**src/rtl/pfcp_pkg.sv**
```systemverilog
// ----------------------------------------------------------------------------
// pfcp_pkg: shared types and constants of the pipe field command parser
// Keyword tables, number limits, result kinds and the queue entry type.
// ----------------------------------------------------------------------------
package pfcp_pkg;

  localparam int QUERY_CAP_DEF   = 32;
  localparam int PAYLOAD_CAP_DEF = 256;
  localparam int QUEUE_DEPTH     = 4;

  localparam int ID_W  = 27;
  localparam int LVL_W = 8;
  localparam int KND_W = 3;
  localparam int NKW   = 7;

  localparam logic [ID_W-1:0] ID_MAX     = 27'h7FFFFFF;
  localparam logic [ID_W-1:0] LEVEL_MAX  = 27'd255;
  localparam logic [7:0]      SEP        = 8'h7C;
  localparam logic [3:0]      MAX_DIGITS = 4'd9;

  // Keyword indexes into the candidate vector.
  localparam int KW_FUNC   = 0;
  localparam int KW_GM     = 1;
  localparam int KW_API    = 2;
  localparam int KW_BUTTON = 3;
  localparam int KW_SLIDER = 4;
  localparam int KW_RUN    = 5;
  localparam int KW_STOP   = 6;
  localparam logic [NKW-1:0] KW_ALL = '1;

  // Result kinds.
  localparam logic [KND_W-1:0] KIND_UNKNOWN  = 3'd0;
  localparam logic [KND_W-1:0] KIND_BUTTON   = 3'd1;
  localparam logic [KND_W-1:0] KIND_SLIDER   = 3'd2;
  localparam logic [KND_W-1:0] KIND_FUNCTION = 3'd3;
  localparam logic [KND_W-1:0] KIND_GM       = 3'd4;
  localparam logic [KND_W-1:0] KIND_API      = 3'd5;

  // One classified byte: an optional text result and an optional verdict.
  typedef struct packed {
    logic              has_text;
    logic [7:0]        text_byte;
    logic              text_part;
    logic              has_verdict;
    logic              malformed;
    logic [KND_W-1:0]  kind;
    logic [ID_W-1:0]   ident;
    logic [LVL_W-1:0]  level;
    logic              running;
  } pfcp_entry_t;

  function automatic logic [7:0] kw_char(input int k, input logic [2:0] pos);
    logic [63:0] row;
    case (k)
      KW_FUNC:   row = "FUNCTION";
      KW_GM:     row = {"GM_", "VALUE"};
      KW_API:    row = {"QLC", "+API", 8'h00};
      KW_BUTTON: row = {"BUTTON", 16'h0000};
      KW_SLIDER: row = {"SLIDER", 16'h0000};
      KW_RUN:    row = {"Running", 8'h00};
      KW_STOP:   row = {"Stopped", 8'h00};
      default:   row = '0;
    endcase
    // The first character sits in the top byte of the string literal.
    return row[(7 - int'(pos)) * 8 +: 8];
  endfunction

  function automatic logic [3:0] kw_len(input int k);
    case (k)
      KW_FUNC, KW_GM:                  return 4'd8;
      KW_API, KW_RUN, KW_STOP:         return 4'd7;
      default:                         return 4'd6;
    endcase
  endfunction

  function automatic logic kw_hit(input logic [NKW-1:0] cand, input logic [3:0] pos,
                                  input int k);
    return cand[k] && (pos == kw_len(k));
  endfunction

  function automatic logic num_ok(input logic bad, input logic [3:0] cnt,
                                  input logic [ID_W-1:0] acc,
                                  input logic [ID_W-1:0] max);
    return !bad && (cnt != 4'd0) && (acc <= max);
  endfunction

endpackage

```
**src/rtl/pfcp_queue.sv**
```systemverilog
// ----------------------------------------------------------------------------
// pfcp_queue: short register queue between the parser front and back
// First-in first-out store of classified entries with a full and empty flag.
// ----------------------------------------------------------------------------
module pfcp_queue #(
  parameter int WIDTH = 8,
  parameter int DEPTH = 4
) (
  input  logic             clk,
  input  logic             rst,
  input  logic             push,
  input  logic [WIDTH-1:0] push_data,
  output logic             full,
  input  logic             pop,
  output logic [WIDTH-1:0] pop_data,
  output logic             empty
);

  localparam int PTR_W = (DEPTH > 1) ? $clog2(DEPTH) : 1;
  localparam int CNT_W = $clog2(DEPTH + 1);

  logic [WIDTH-1:0] slots [DEPTH];
  logic [PTR_W-1:0] wr_ptr;
  logic [PTR_W-1:0] rd_ptr;
  logic [CNT_W-1:0] count;
  logic             do_push;
  logic             do_pop;

  assign full     = (count == CNT_W'(DEPTH));
  assign empty    = (count == '0);
  assign do_push  = push && !full;
  assign do_pop   = pop && !empty;
  assign pop_data = slots[rd_ptr];

  always_ff @(posedge clk) begin
    if (do_push) begin
      slots[wr_ptr] <= push_data;
    end
  end

  always_ff @(posedge clk) begin
    if (rst) begin
      wr_ptr <= '0;
      rd_ptr <= '0;
      count  <= '0;
    end else begin
      if (do_push) begin
        wr_ptr <= (wr_ptr == PTR_W'(DEPTH - 1)) ? '0 : wr_ptr + 1'b1;
      end
      if (do_pop) begin
        rd_ptr <= (rd_ptr == PTR_W'(DEPTH - 1)) ? '0 : rd_ptr + 1'b1;
      end
      if (do_push && !do_pop) begin
        count <= count + 1'b1;
      end else if (do_pop && !do_push) begin
        count <= count - 1'b1;
      end
    end
  end

endmodule

```
**src/rtl/pfcp_front.sv**
```systemverilog
// ----------------------------------------------------------------------------
// pfcp_front: byte parser front end built on a field state machine
// Takes one byte a cycle unless the queue is full; queues text and verdicts.
// ----------------------------------------------------------------------------
module pfcp_front #(
  parameter int QUERY_CAP   = 32,
  parameter int PAYLOAD_CAP = 256
) (
  input  logic                clk,
  input  logic                rst,
  input  logic                s_axis_tvalid,
  output logic                s_axis_tready,
  input  logic [7:0]          s_axis_tdata,
  input  logic                s_axis_tlast,
  output logic                q_push,
  output pfcp_pkg::pfcp_entry_t q_entry,
  input  logic                q_full
);
  import pfcp_pkg::*;

  localparam int CAP_MAX = (PAYLOAD_CAP > QUERY_CAP) ? PAYLOAD_CAP : QUERY_CAP;
  localparam int CNT_W   = $clog2(CAP_MAX);

  localparam logic [3:0] PH_HEAD    = 4'd0;
  localparam logic [3:0] PH_FID     = 4'd1;
  localparam logic [3:0] PH_FSTATE  = 4'd2;
  localparam logic [3:0] PH_GMV     = 4'd3;
  localparam logic [3:0] PH_QUERY   = 4'd4;
  localparam logic [3:0] PH_PAYLOAD = 4'd5;
  localparam logic [3:0] PH_WTYPE   = 4'd6;
  localparam logic [3:0] PH_WVAL    = 4'd7;
  localparam logic [3:0] PH_DONE    = 4'd8;

  logic [3:0]       phase,   phase_next;
  logic [NKW-1:0]   cand,    cand_next;
  logic [3:0]       pos,     pos_next;
  logic [ID_W-1:0]  acc,     acc_next;
  logic [3:0]       dcnt,    dcnt_next;
  logic             nbad,    nbad_next;
  logic [ID_W-1:0]  hident,  hident_next;
  logic [LVL_W-1:0] hlevel,  hlevel_next;
  logic [KND_W-1:0] hkind,   hkind_next;
  logic             hrun,    hrun_next;
  logic [CNT_W-1:0] tcnt,    tcnt_next;
  logic             ferr,    ferr_next;

  logic [7:0]       b;
  logic             accept;
  logic             is_sep;
  logic             is_digit;
  logic [3:0]       dval;
  logic [ID_W+3:0]  prod;
  logic [NKW-1:0]   fed_cand;
  logic [3:0]       fed_pos;
  logic [ID_W-1:0]  fed_acc;
  logic [3:0]       fed_dcnt;
  logic             fed_bad;
  logic             text_ok;
  logic             text_part;

  assign b             = s_axis_tdata;
  assign s_axis_tready = !q_full;
  assign accept        = s_axis_tvalid && s_axis_tready;
  assign is_sep        = (b == SEP);
  assign is_digit      = (b >= 8'h30) && (b <= 8'h39);
  assign dval          = 4'(b - 8'h30);
  assign prod          = {1'b0, acc, 3'b000} + {3'b000, acc, 1'b0} + (ID_W+4)'(dval);

  // Feeding one byte into the current field: keyword match and number build.
  always_comb begin
    for (int k = 0; k < NKW; k++) begin
      fed_cand[k] = cand[k] && (pos < kw_len(k)) && (kw_char(k, pos[2:0]) == b);
    end
    fed_pos  = (pos < 4'd15) ? pos + 4'd1 : pos;
    fed_acc  = acc;
    fed_dcnt = dcnt;
    fed_bad  = nbad;
    if (!is_digit || (dcnt >= MAX_DIGITS)) begin
      fed_bad = 1'b1;
    end else begin
      fed_dcnt = dcnt + 4'd1;
      if (prod > (ID_W+4)'(ID_MAX)) begin
        fed_bad = 1'b1;
      end else begin
        fed_acc = prod[ID_W-1:0];
      end
    end
  end

  always_comb begin
    phase_next  = phase;
    cand_next   = cand;
    pos_next    = pos;
    acc_next    = acc;
    dcnt_next   = dcnt;
    nbad_next   = nbad;
    hident_next = hident;
    hlevel_next = hlevel;
    hkind_next  = hkind;
    hrun_next   = hrun;
    tcnt_next   = tcnt;
    ferr_next   = ferr || (b == 8'h00);
    text_ok     = 1'b0;
    text_part   = 1'b0;
    q_entry     = '0;

    unique case (phase)
      PH_HEAD, PH_FID, PH_FSTATE, PH_GMV, PH_WVAL, PH_WTYPE: begin
        if (is_sep) begin
          if (phase == PH_HEAD) begin
            if (kw_hit(cand, pos, KW_FUNC)) begin
              phase_next = PH_FID;
            end else if (kw_hit(cand, pos, KW_GM)) begin
              phase_next = PH_GMV;
            end else if (kw_hit(cand, pos, KW_API)) begin
              phase_next = PH_QUERY;
              tcnt_next  = '0;
            end else if (num_ok(nbad, dcnt, acc, ID_MAX)) begin
              hident_next = acc;
              phase_next  = PH_WTYPE;
            end else begin
              ferr_next  = 1'b1;
              phase_next = PH_DONE;
            end
          end else if (phase == PH_FID) begin
            if (num_ok(nbad, dcnt, acc, ID_MAX)) begin
              hident_next = acc;
              phase_next  = PH_FSTATE;
            end else begin
              ferr_next  = 1'b1;
              phase_next = PH_DONE;
            end
          end else if (phase == PH_WTYPE) begin
            if (kw_hit(cand, pos, KW_BUTTON)) begin
              hkind_next = KIND_BUTTON;
              phase_next = PH_WVAL;
            end else if (kw_hit(cand, pos, KW_SLIDER)) begin
              hkind_next = KIND_SLIDER;
              phase_next = PH_WVAL;
            end else begin
              hkind_next = KIND_UNKNOWN;
              phase_next = PH_DONE;
            end
          end else if (phase == PH_FSTATE) begin
            phase_next = PH_DONE;
            if (kw_hit(cand, pos, KW_RUN)) begin
              hrun_next  = 1'b1;
              hkind_next = KIND_FUNCTION;
            end else if (kw_hit(cand, pos, KW_STOP)) begin
              hrun_next  = 1'b0;
              hkind_next = KIND_FUNCTION;
            end else begin
              ferr_next = 1'b1;
            end
          end else begin
            // Grand-master level or widget level closes here.
            phase_next = PH_DONE;
            if (num_ok(nbad, dcnt, acc, LEVEL_MAX)) begin
              hlevel_next = acc[LVL_W-1:0];
              if (phase == PH_GMV) begin
                hkind_next = KIND_GM;
              end
            end else begin
              ferr_next = 1'b1;
            end
          end
          cand_next = KW_ALL;
          pos_next  = '0;
          acc_next  = '0;
          dcnt_next = '0;
          nbad_next = 1'b0;
        end else begin
          cand_next = fed_cand;
          pos_next  = fed_pos;
          acc_next  = fed_acc;
          dcnt_next = fed_dcnt;
          nbad_next = fed_bad;
        end
      end
      PH_QUERY: begin
        if (is_sep) begin
          phase_next = PH_PAYLOAD;
          tcnt_next  = '0;
        end else if ({1'b0, tcnt} < (CNT_W+1)'(QUERY_CAP - 1)) begin
          tcnt_next = tcnt + 1'b1;
          text_ok   = 1'b1;
        end
      end
      PH_PAYLOAD: begin
        if ({1'b0, tcnt} < (CNT_W+1)'(PAYLOAD_CAP - 1)) begin
          tcnt_next = tcnt + 1'b1;
          text_ok   = 1'b1;
          text_part = 1'b1;
        end
      end
      default: begin
      end
    endcase

    q_entry.has_text  = text_ok;
    q_entry.text_byte = b;
    q_entry.text_part = text_part;

    if (s_axis_tlast) begin
      unique case (phase_next)
        PH_FSTATE: begin
          if (kw_hit(cand_next, pos_next, KW_RUN)) begin
            hrun_next  = 1'b1;
            hkind_next = KIND_FUNCTION;
          end else if (kw_hit(cand_next, pos_next, KW_STOP)) begin
            hrun_next  = 1'b0;
            hkind_next = KIND_FUNCTION;
          end else begin
            ferr_next = 1'b1;
          end
        end
        PH_GMV, PH_WVAL: begin
          if (num_ok(nbad_next, dcnt_next, acc_next, LEVEL_MAX)) begin
            hlevel_next = acc_next[LVL_W-1:0];
            if (phase_next == PH_GMV) begin
              hkind_next = KIND_GM;
            end
          end else begin
            ferr_next = 1'b1;
          end
        end
        PH_QUERY, PH_PAYLOAD: begin
          hkind_next = KIND_API;
        end
        PH_WTYPE: begin
          if (kw_hit(cand_next, pos_next, KW_BUTTON) ||
              kw_hit(cand_next, pos_next, KW_SLIDER)) begin
            ferr_next = 1'b1;
          end else begin
            hkind_next = KIND_UNKNOWN;
          end
        end
        PH_DONE: begin
        end
        default: begin
          // Head or function id still open: a needed field is missing.
          ferr_next = 1'b1;
        end
      endcase

      q_entry.has_verdict = 1'b1;
      q_entry.malformed   = ferr_next;
      if (!ferr_next) begin
        q_entry.kind    = hkind_next;
        q_entry.ident   = hident_next;
        q_entry.level   = hlevel_next;
        q_entry.running = hrun_next;
      end

      // Every frame starts from the reset state.
      phase_next  = PH_HEAD;
      cand_next   = KW_ALL;
      pos_next    = '0;
      acc_next    = '0;
      dcnt_next   = '0;
      nbad_next   = 1'b0;
      hident_next = '0;
      hlevel_next = '0;
      hkind_next  = KIND_UNKNOWN;
      hrun_next   = 1'b0;
      tcnt_next   = '0;
      ferr_next   = 1'b0;
    end

    q_push = accept && (text_ok || s_axis_tlast);
  end

  always_ff @(posedge clk) begin
    if (rst) begin
      phase  <= PH_HEAD;
      cand   <= KW_ALL;
      pos    <= '0;
      acc    <= '0;
      dcnt   <= '0;
      nbad   <= 1'b0;
      hident <= '0;
      hlevel <= '0;
      hkind  <= KIND_UNKNOWN;
      hrun   <= 1'b0;
      tcnt   <= '0;
      ferr   <= 1'b0;
    end else if (accept) begin
      phase  <= phase_next;
      cand   <= cand_next;
      pos    <= pos_next;
      acc    <= acc_next;
      dcnt   <= dcnt_next;
      nbad   <= nbad_next;
      hident <= hident_next;
      hlevel <= hlevel_next;
      hkind  <= hkind_next;
      hrun   <= hrun_next;
      tcnt   <= tcnt_next;
      ferr   <= ferr_next;
    end
  end

endmodule

```
**src/rtl/pfcp_back.sv**
```systemverilog
// ----------------------------------------------------------------------------
// pfcp_back: result emitter
// Turns queued entries into result beats held in an output register.
// ----------------------------------------------------------------------------
module pfcp_back (
  input  logic                  clk,
  input  logic                  rst,
  input  pfcp_pkg::pfcp_entry_t head,
  input  logic                  empty,
  output logic                  pop,
  output logic                  m_axis_tvalid,
  input  logic                  m_axis_tready,
  output logic [47:0]           m_axis_tdata,
  output logic [2:0]            m_axis_tuser,
  output logic                  m_axis_tlast
);
  import pfcp_pkg::*;

  logic text_sent;
  logic load;
  logic emit_text;

  assign load      = (!m_axis_tvalid || m_axis_tready) && !empty;
  assign emit_text = head.has_text && !text_sent;
  // An entry with both a text byte and a verdict leaves after its second beat.
  assign pop       = load && !(emit_text && head.has_verdict);

  always_ff @(posedge clk) begin
    if (rst) begin
      m_axis_tvalid <= 1'b0;
      text_sent     <= 1'b0;
    end else begin
      if (load) begin
        m_axis_tvalid <= 1'b1;
        text_sent     <= emit_text && head.has_verdict;
      end else if (m_axis_tready) begin
        m_axis_tvalid <= 1'b0;
      end
    end
  end

  always_ff @(posedge clk) begin
    if (load) begin
      if (emit_text) begin
        m_axis_tdata <= {40'd0, head.text_byte};
        m_axis_tuser <= {1'b0, head.text_part, 1'b1};
        m_axis_tlast <= !head.has_verdict;
      end else begin
        m_axis_tdata <= {head.running, head.level, head.ident, head.kind,
                         head.malformed, 8'd0};
        m_axis_tuser <= 3'b100;
        m_axis_tlast <= 1'b1;
      end
    end
  end

endmodule

```
**src/rtl/pipe_field_command_parser.sv**
```systemverilog
// ----------------------------------------------------------------------------
// pipe_field_command_parser: pipe-separated text frame classifier
// Accepts one frame byte per cycle; the front parser never waits on a result
// except when the four-entry queue is full. A result beat passes through the
// queue into the output register. A byte that ends an api frame inside its
// text gives two beats, and the back end pops its entry with the second.
// A synchronous reset returns the parser to the head field of a new frame
// and empties the queue and the output register.
// ----------------------------------------------------------------------------
module pipe_field_command_parser #(
  parameter int QUERY_CAP   = pfcp_pkg::QUERY_CAP_DEF,
  parameter int PAYLOAD_CAP = pfcp_pkg::PAYLOAD_CAP_DEF
) (
  input  logic        clk,
  input  logic        rst,
  // Frame bytes in.
  input  logic        s_axis_tvalid,
  output logic        s_axis_tready,
  input  logic [7:0]  s_axis_tdata,   // [7:0] frame_byte
  input  logic        s_axis_tlast,   // frame_end
  // Result beats out.
  output logic        m_axis_tvalid,
  input  logic        m_axis_tready,
  // [7:0] text_byte, [8] malformed, [11:9] frame_kind, [38:12] ident,
  // [46:39] level, [47] running
  output logic [47:0] m_axis_tdata,
  // [0] text_valid, [1] text_part, [2] frame_done
  output logic [2:0]  m_axis_tuser,
  output logic        m_axis_tlast    // run_last
);
  import pfcp_pkg::*;

  // The front parses and classifies each byte into one queue entry that can
  // carry a streamed text byte, an end-of-frame verdict, or both.
  pfcp_entry_t push_entry;
  pfcp_entry_t head_entry;
  logic        push;
  logic        full;
  logic        pop;
  logic        empty;

  pfcp_front #(
    .QUERY_CAP   (QUERY_CAP),
    .PAYLOAD_CAP (PAYLOAD_CAP)
  ) u_front (
    .clk           (clk),
    .rst           (rst),
    .s_axis_tvalid (s_axis_tvalid),
    .s_axis_tready (s_axis_tready),
    .s_axis_tdata  (s_axis_tdata),
    .s_axis_tlast  (s_axis_tlast),
    .q_push        (push),
    .q_entry       (push_entry),
    .q_full        (full)
  );

  // The queue lets the parser keep taking bytes while the consumer stalls.
  pfcp_queue #(
    .WIDTH ($bits(pfcp_entry_t)),
    .DEPTH (QUEUE_DEPTH)
  ) u_queue (
    .clk       (clk),
    .rst       (rst),
    .push      (push),
    .push_data (push_entry),
    .full      (full),
    .pop       (pop),
    .pop_data  (head_entry),
    .empty     (empty)
  );

  // The back end expands entries into beats; a verdict beat always closes
  // its byte's run, and a text beat does so when no verdict follows it.
  pfcp_back u_back (
    .clk           (clk),
    .rst           (rst),
    .head          (head_entry),
    .empty         (empty),
    .pop           (pop),
    .m_axis_tvalid (m_axis_tvalid),
    .m_axis_tready (m_axis_tready),
    .m_axis_tdata  (m_axis_tdata),
    .m_axis_tuser  (m_axis_tuser),
    .m_axis_tlast  (m_axis_tlast)
  );

endmodule

```
**config.mk**
```make
export PLATFORM = sky130hd
export DESIGN_NAME = pipe_field_command_parser
export DESIGN_NICKNAME = d
export VERILOG_FILES = /design/src/rtl/pfcp_pkg.sv /design/src/rtl/pfcp_queue.sv /design/src/rtl/pfcp_front.sv /design/src/rtl/pfcp_back.sv /design/src/rtl/pipe_field_command_parser.sv
export SDC_FILE = /design/constraint.sdc
export NUM_CORES = 1
export LEC_CHECK = 0
export BUFFER_PORTS_ARGS = -buffer_cell sky130_fd_sc_hd__buf_2
export CAP_MARGIN = 20
export CORE_MARGIN = 5
export CORE_UTILIZATION = 30
export DETAILED_ROUTE_END_ITERATION = 12
export SKIP_CTS_REPAIR_TIMING = 1
export SYNTH_ARGS = -nofsm -noshare
export SYNTH_HDL_FRONTEND = slang
export SYNTH_SLANG_ARGS = --single-unit
```
**constraint.sdc**
```tcl
create_clock -name clk -period 9.9 [get_ports clk]
set_input_delay 0.495 -clock clk [delete_from_list [all_inputs] [get_ports clk]]
set_output_delay 0.495 -clock clk [all_outputs]
set_load 0.01 [all_outputs]
```
==> results.ini <==
[outcome]
status = complete, no violations

[global_route]
grt-busiest-layer = met2
grt_util_all_layers = 0.136
gr-usage-met2 = 0.236
grt-ovfl-total = 0
grt_pass1_vias = 12900
use_met3 = 0.0168
grt_first_pass_wirelength_mm = 73.9
grt_start_max_net_pins = 56
antenna_found_initial = 0
globalRouteMet1Util = 0.182

[logic_synthesis]
synth_area_per_cell_um2 = 11.6
ys_ff_latch = 362
synthCells = 1582
synth_ff_type = edfxtp_1
synth_cell_type_count = 83
synth_area_mm2 = 0.0184
async_reset_ff_frac = 0
yosysSeqAreaShare = 0.532
synth_edf_count = 256
syn-num-nets = 1676
synth-warning-count = 0

[layout]
nNetsFinal = 1707
seqCellArea_mm2 = 0.00981
antenna_cells = 0
drive_above_1_share = 0.147
syn2layout_area_growth_pct = 13.0
final_cells = 2423
fillers = 6012
multi_input_area_mm2 = 0.00814
design_area_mm2 = 0.0208

[floorplanning]
die_w_um = 258
core_area_mm2 = 0.0606
start_util = 0.304
dieArea_mm2 = 0.0665
io-pin-count = 67
rows = 90
fp.dieH_um = 258

[placed_design]
post-dp-hpwl_mm = 31.3
dp_cells = 2353
placed_cell_area_mm2 = 0.0195
dp_slack_ps = 3920
port_buffers = 66
routabilityCongestion = 0.887

[timing]
worst_slack_ps = 4270
skew_ps = 15.8
hold_viol = 0
maxSlewViolCount = 0
rsz0062_at_grt = false
fin_crit_ps = 5630
relSlewSlack = 0.425
period_share = 0.569
clock.fmax_ghz = 0.177
tightest_slew_ps = 862
setup_tns_ps = 0
setup_viol = 0

[clock_tree]
root_buffer = clkbuf_16
clockBufferDepth = 3
clk_pin_slew_worst_paths_ps = 60
insertion_delay_ps = 530
cts_buffers = 38
h-tree-depth = 2
cts_tree = yes
cts_sinks = 362

[power_and_ir_drop]
peakVddDrop_v = 0.000119
pwr_density_cell_mw_per_mm2 = 201
power.leakage_nw = 7.06

[setup_path]
critPathLaunch = u_front.acc[0]
critPathTopFamily = simple AND/OR/NAND/NOR gates
r2r-start = u_front.acc[0]
reg2reg_depth = 15
crit_chain = inv_1, fa_1, fa_1, nand2b_1, a21oi_1, o31ai_1, a211oi_1, o21a_1, o21ai_1, or4_1, o21ai_1, and4b_1, a22oi_2, buf_4, nor4_2
path_class = register to register
cpMaxStageDelayCell = or4_1
cp_max_fo = 40
required_ps = 10180
worstReg2RegEnd = u_queue.slots[0][5]
path_depth = 15
r2r_slack_ps = 4270
cp_num_buf_inv = 2
cp-endpoint = u_queue.slots[0][5]
worst_path_largest_cell_delay_ps = 660
arrival_ps = 5910
startpoint_type = register
end_kind = register

[drt]
drt_iter0_drc = 981
viasPerCell = 5.36
routed_wirelength_mm = 46.6
drc = 0
dr_total_vias = 13000
avgRoutedWirePerCell_um = 19.2
ant_nets = 0
first_pass_iters = 7

[min_path]
hold_class = input pin to register

[run]
maxCapViolCount = 0

## power breakdown
part           total [mW]  internal (mW)  switching, mW
Combinational       0.826          0.340          0.487
Clock                1.43          0.843          0.591
Sequential           1.92           1.85         0.0678
Total                4.18           3.04           1.15
## cell usage after synthesis (19+ instances only)
library cell | n | area, um2
a21oi_1 | 77 | 385
edfxtp_1 | 256 | 7690
mux4_2 | 51 | 1150
clkbuf_1 | 72 | 270
nand2_1 | 87 | 327
xor2_1 | 24 | 210
nor4_1 | 19 | 119
o21ai_0 | 56 | 280
a22oi_1 | 67 | 503
dfxtp_1 | 106 | 2120
inv_1 | 35 | 131
mux2i_1 | 41 | 410
and2_1 | 23 | 144
xnor2_1 | 36 | 315
nand3_1 | 26 | 130
nor2_1 | 152 | 571
nor3_1 | 60 | 300
nor2b_1 | 55 | 344
ha_1 | 78 | 976
## per-stage QoR
stage	util	hold slack [ps]	total power [mW]
final	0.344	266	4.18
after global routing	0.344	259	4.39
after CTS	0.343	244	4.25
after detailed placement	0.322	469	2.81
after global placement	0.322	468	2.80
after floorplan	-	449	2.51
## flip-flops by register name, indices dropped and copies added, names as in the netlist, 2 cells and up, named ones only
name and count:
u_front.acc 27, u_back.m_axis_tdata 48, u_front.dcnt 4, u_front.pos 4, u_front.phase 4, u_front.hident 27
u_queue.slots 204, u_front.tcnt 8, u_queue.rd_ptr 2, u_back.m_axis_tuser 3, u_front.hlevel 8, u_front.hkind 3
u_queue.count 3, u_front.cand 7, u_queue.wr_ptr 2
## worst min-delay path by stage
stage	start	endpoint	slack (ps)	cells past startpoint
after floorplan	u_front.cand[2]	u_front.cand[2]	450	2
after global placement	u_front.cand[2]	u_front.cand[2]	470	2
after detailed placement	u_front.cand[2]	u_front.cand[2]	470	2
after CTS	m_axis_tready	u_back.m_axis_tvalid	240	4
after global routing	m_axis_tready	u_back.m_axis_tvalid	260	4
final	m_axis_tready	u_back.m_axis_tvalid	270	4
## tightest hold or removal path: cells and delay by family
kind,cells,cell delay (ps)
compound gates,1,50
buf+inv,2,140
simple gates,1,70
## cells by family (layout without fill, tap and decap cells)
family                   after synthesis  in the layout  synth area share
AND/OR/NAND/NOR                      515            515             0.144
adder cells (fa/ha/maj)               81             81            0.0562
XOR/XNOR                              60             60            0.0285
multiplexers                         101            101            0.0901
AO/OA/AOI/OAI                        331            331             0.120
buffers and inverters                132            191            0.0282
flip-flops                           362            362             0.532
## routing by layer
| metal | up-vias | share of wire |
|---|---|---|
| met5 | - | 0 |
| met4 | 0 | 0.019 |
| met3 | 63 | 0.045 |
| met2 | 310 | 0.48 |
| met1 | 6530 | 0.45 |
| li1 | 6078 | - |
## cell type report
| cell class | count | share of cell area |
|---|---|---|
| multi-input combinational | 1088 | 0.391 |
| sequential | 362 | 0.471 |
| clock buffer | 48 | 0.0490 |
| timing repair buffer | 86 | 0.0240 |
| tap | 782 | 0.0470 |
| clock inverter | 20 | 0.0111 |
| inverter | 37 | 0.00667 |
## layout by cell type (no fill, tap or decap), drive strengths merged, types with 6 or more instances in the layout
master / n
a32oi: 6
nand3: 27
nand2: 88
nand2b: 6
nor3: 61
dfxtp: 106
a21oi: 77
a211o: 6
a211oi: 11
xnor2: 36
edfxtp: 256
o31ai: 6
a22oi: 68
nor4: 30
and3: 12
mux2i: 41
clkbuf: 48
o21a: 11
o21ai: 65
o211ai: 7
inv: 38
nand4: 15
nor2: 152
nor2b: 55
buf: 86
or3: 8
a31oi: 11
or2: 8
clkinv: 14
mux2: 9
xor2: 24
and2: 23
nor3b: 6
a21o: 10
mux4: 51
ha: 78
No activity file was read; power rests on OpenSTA's default activity.
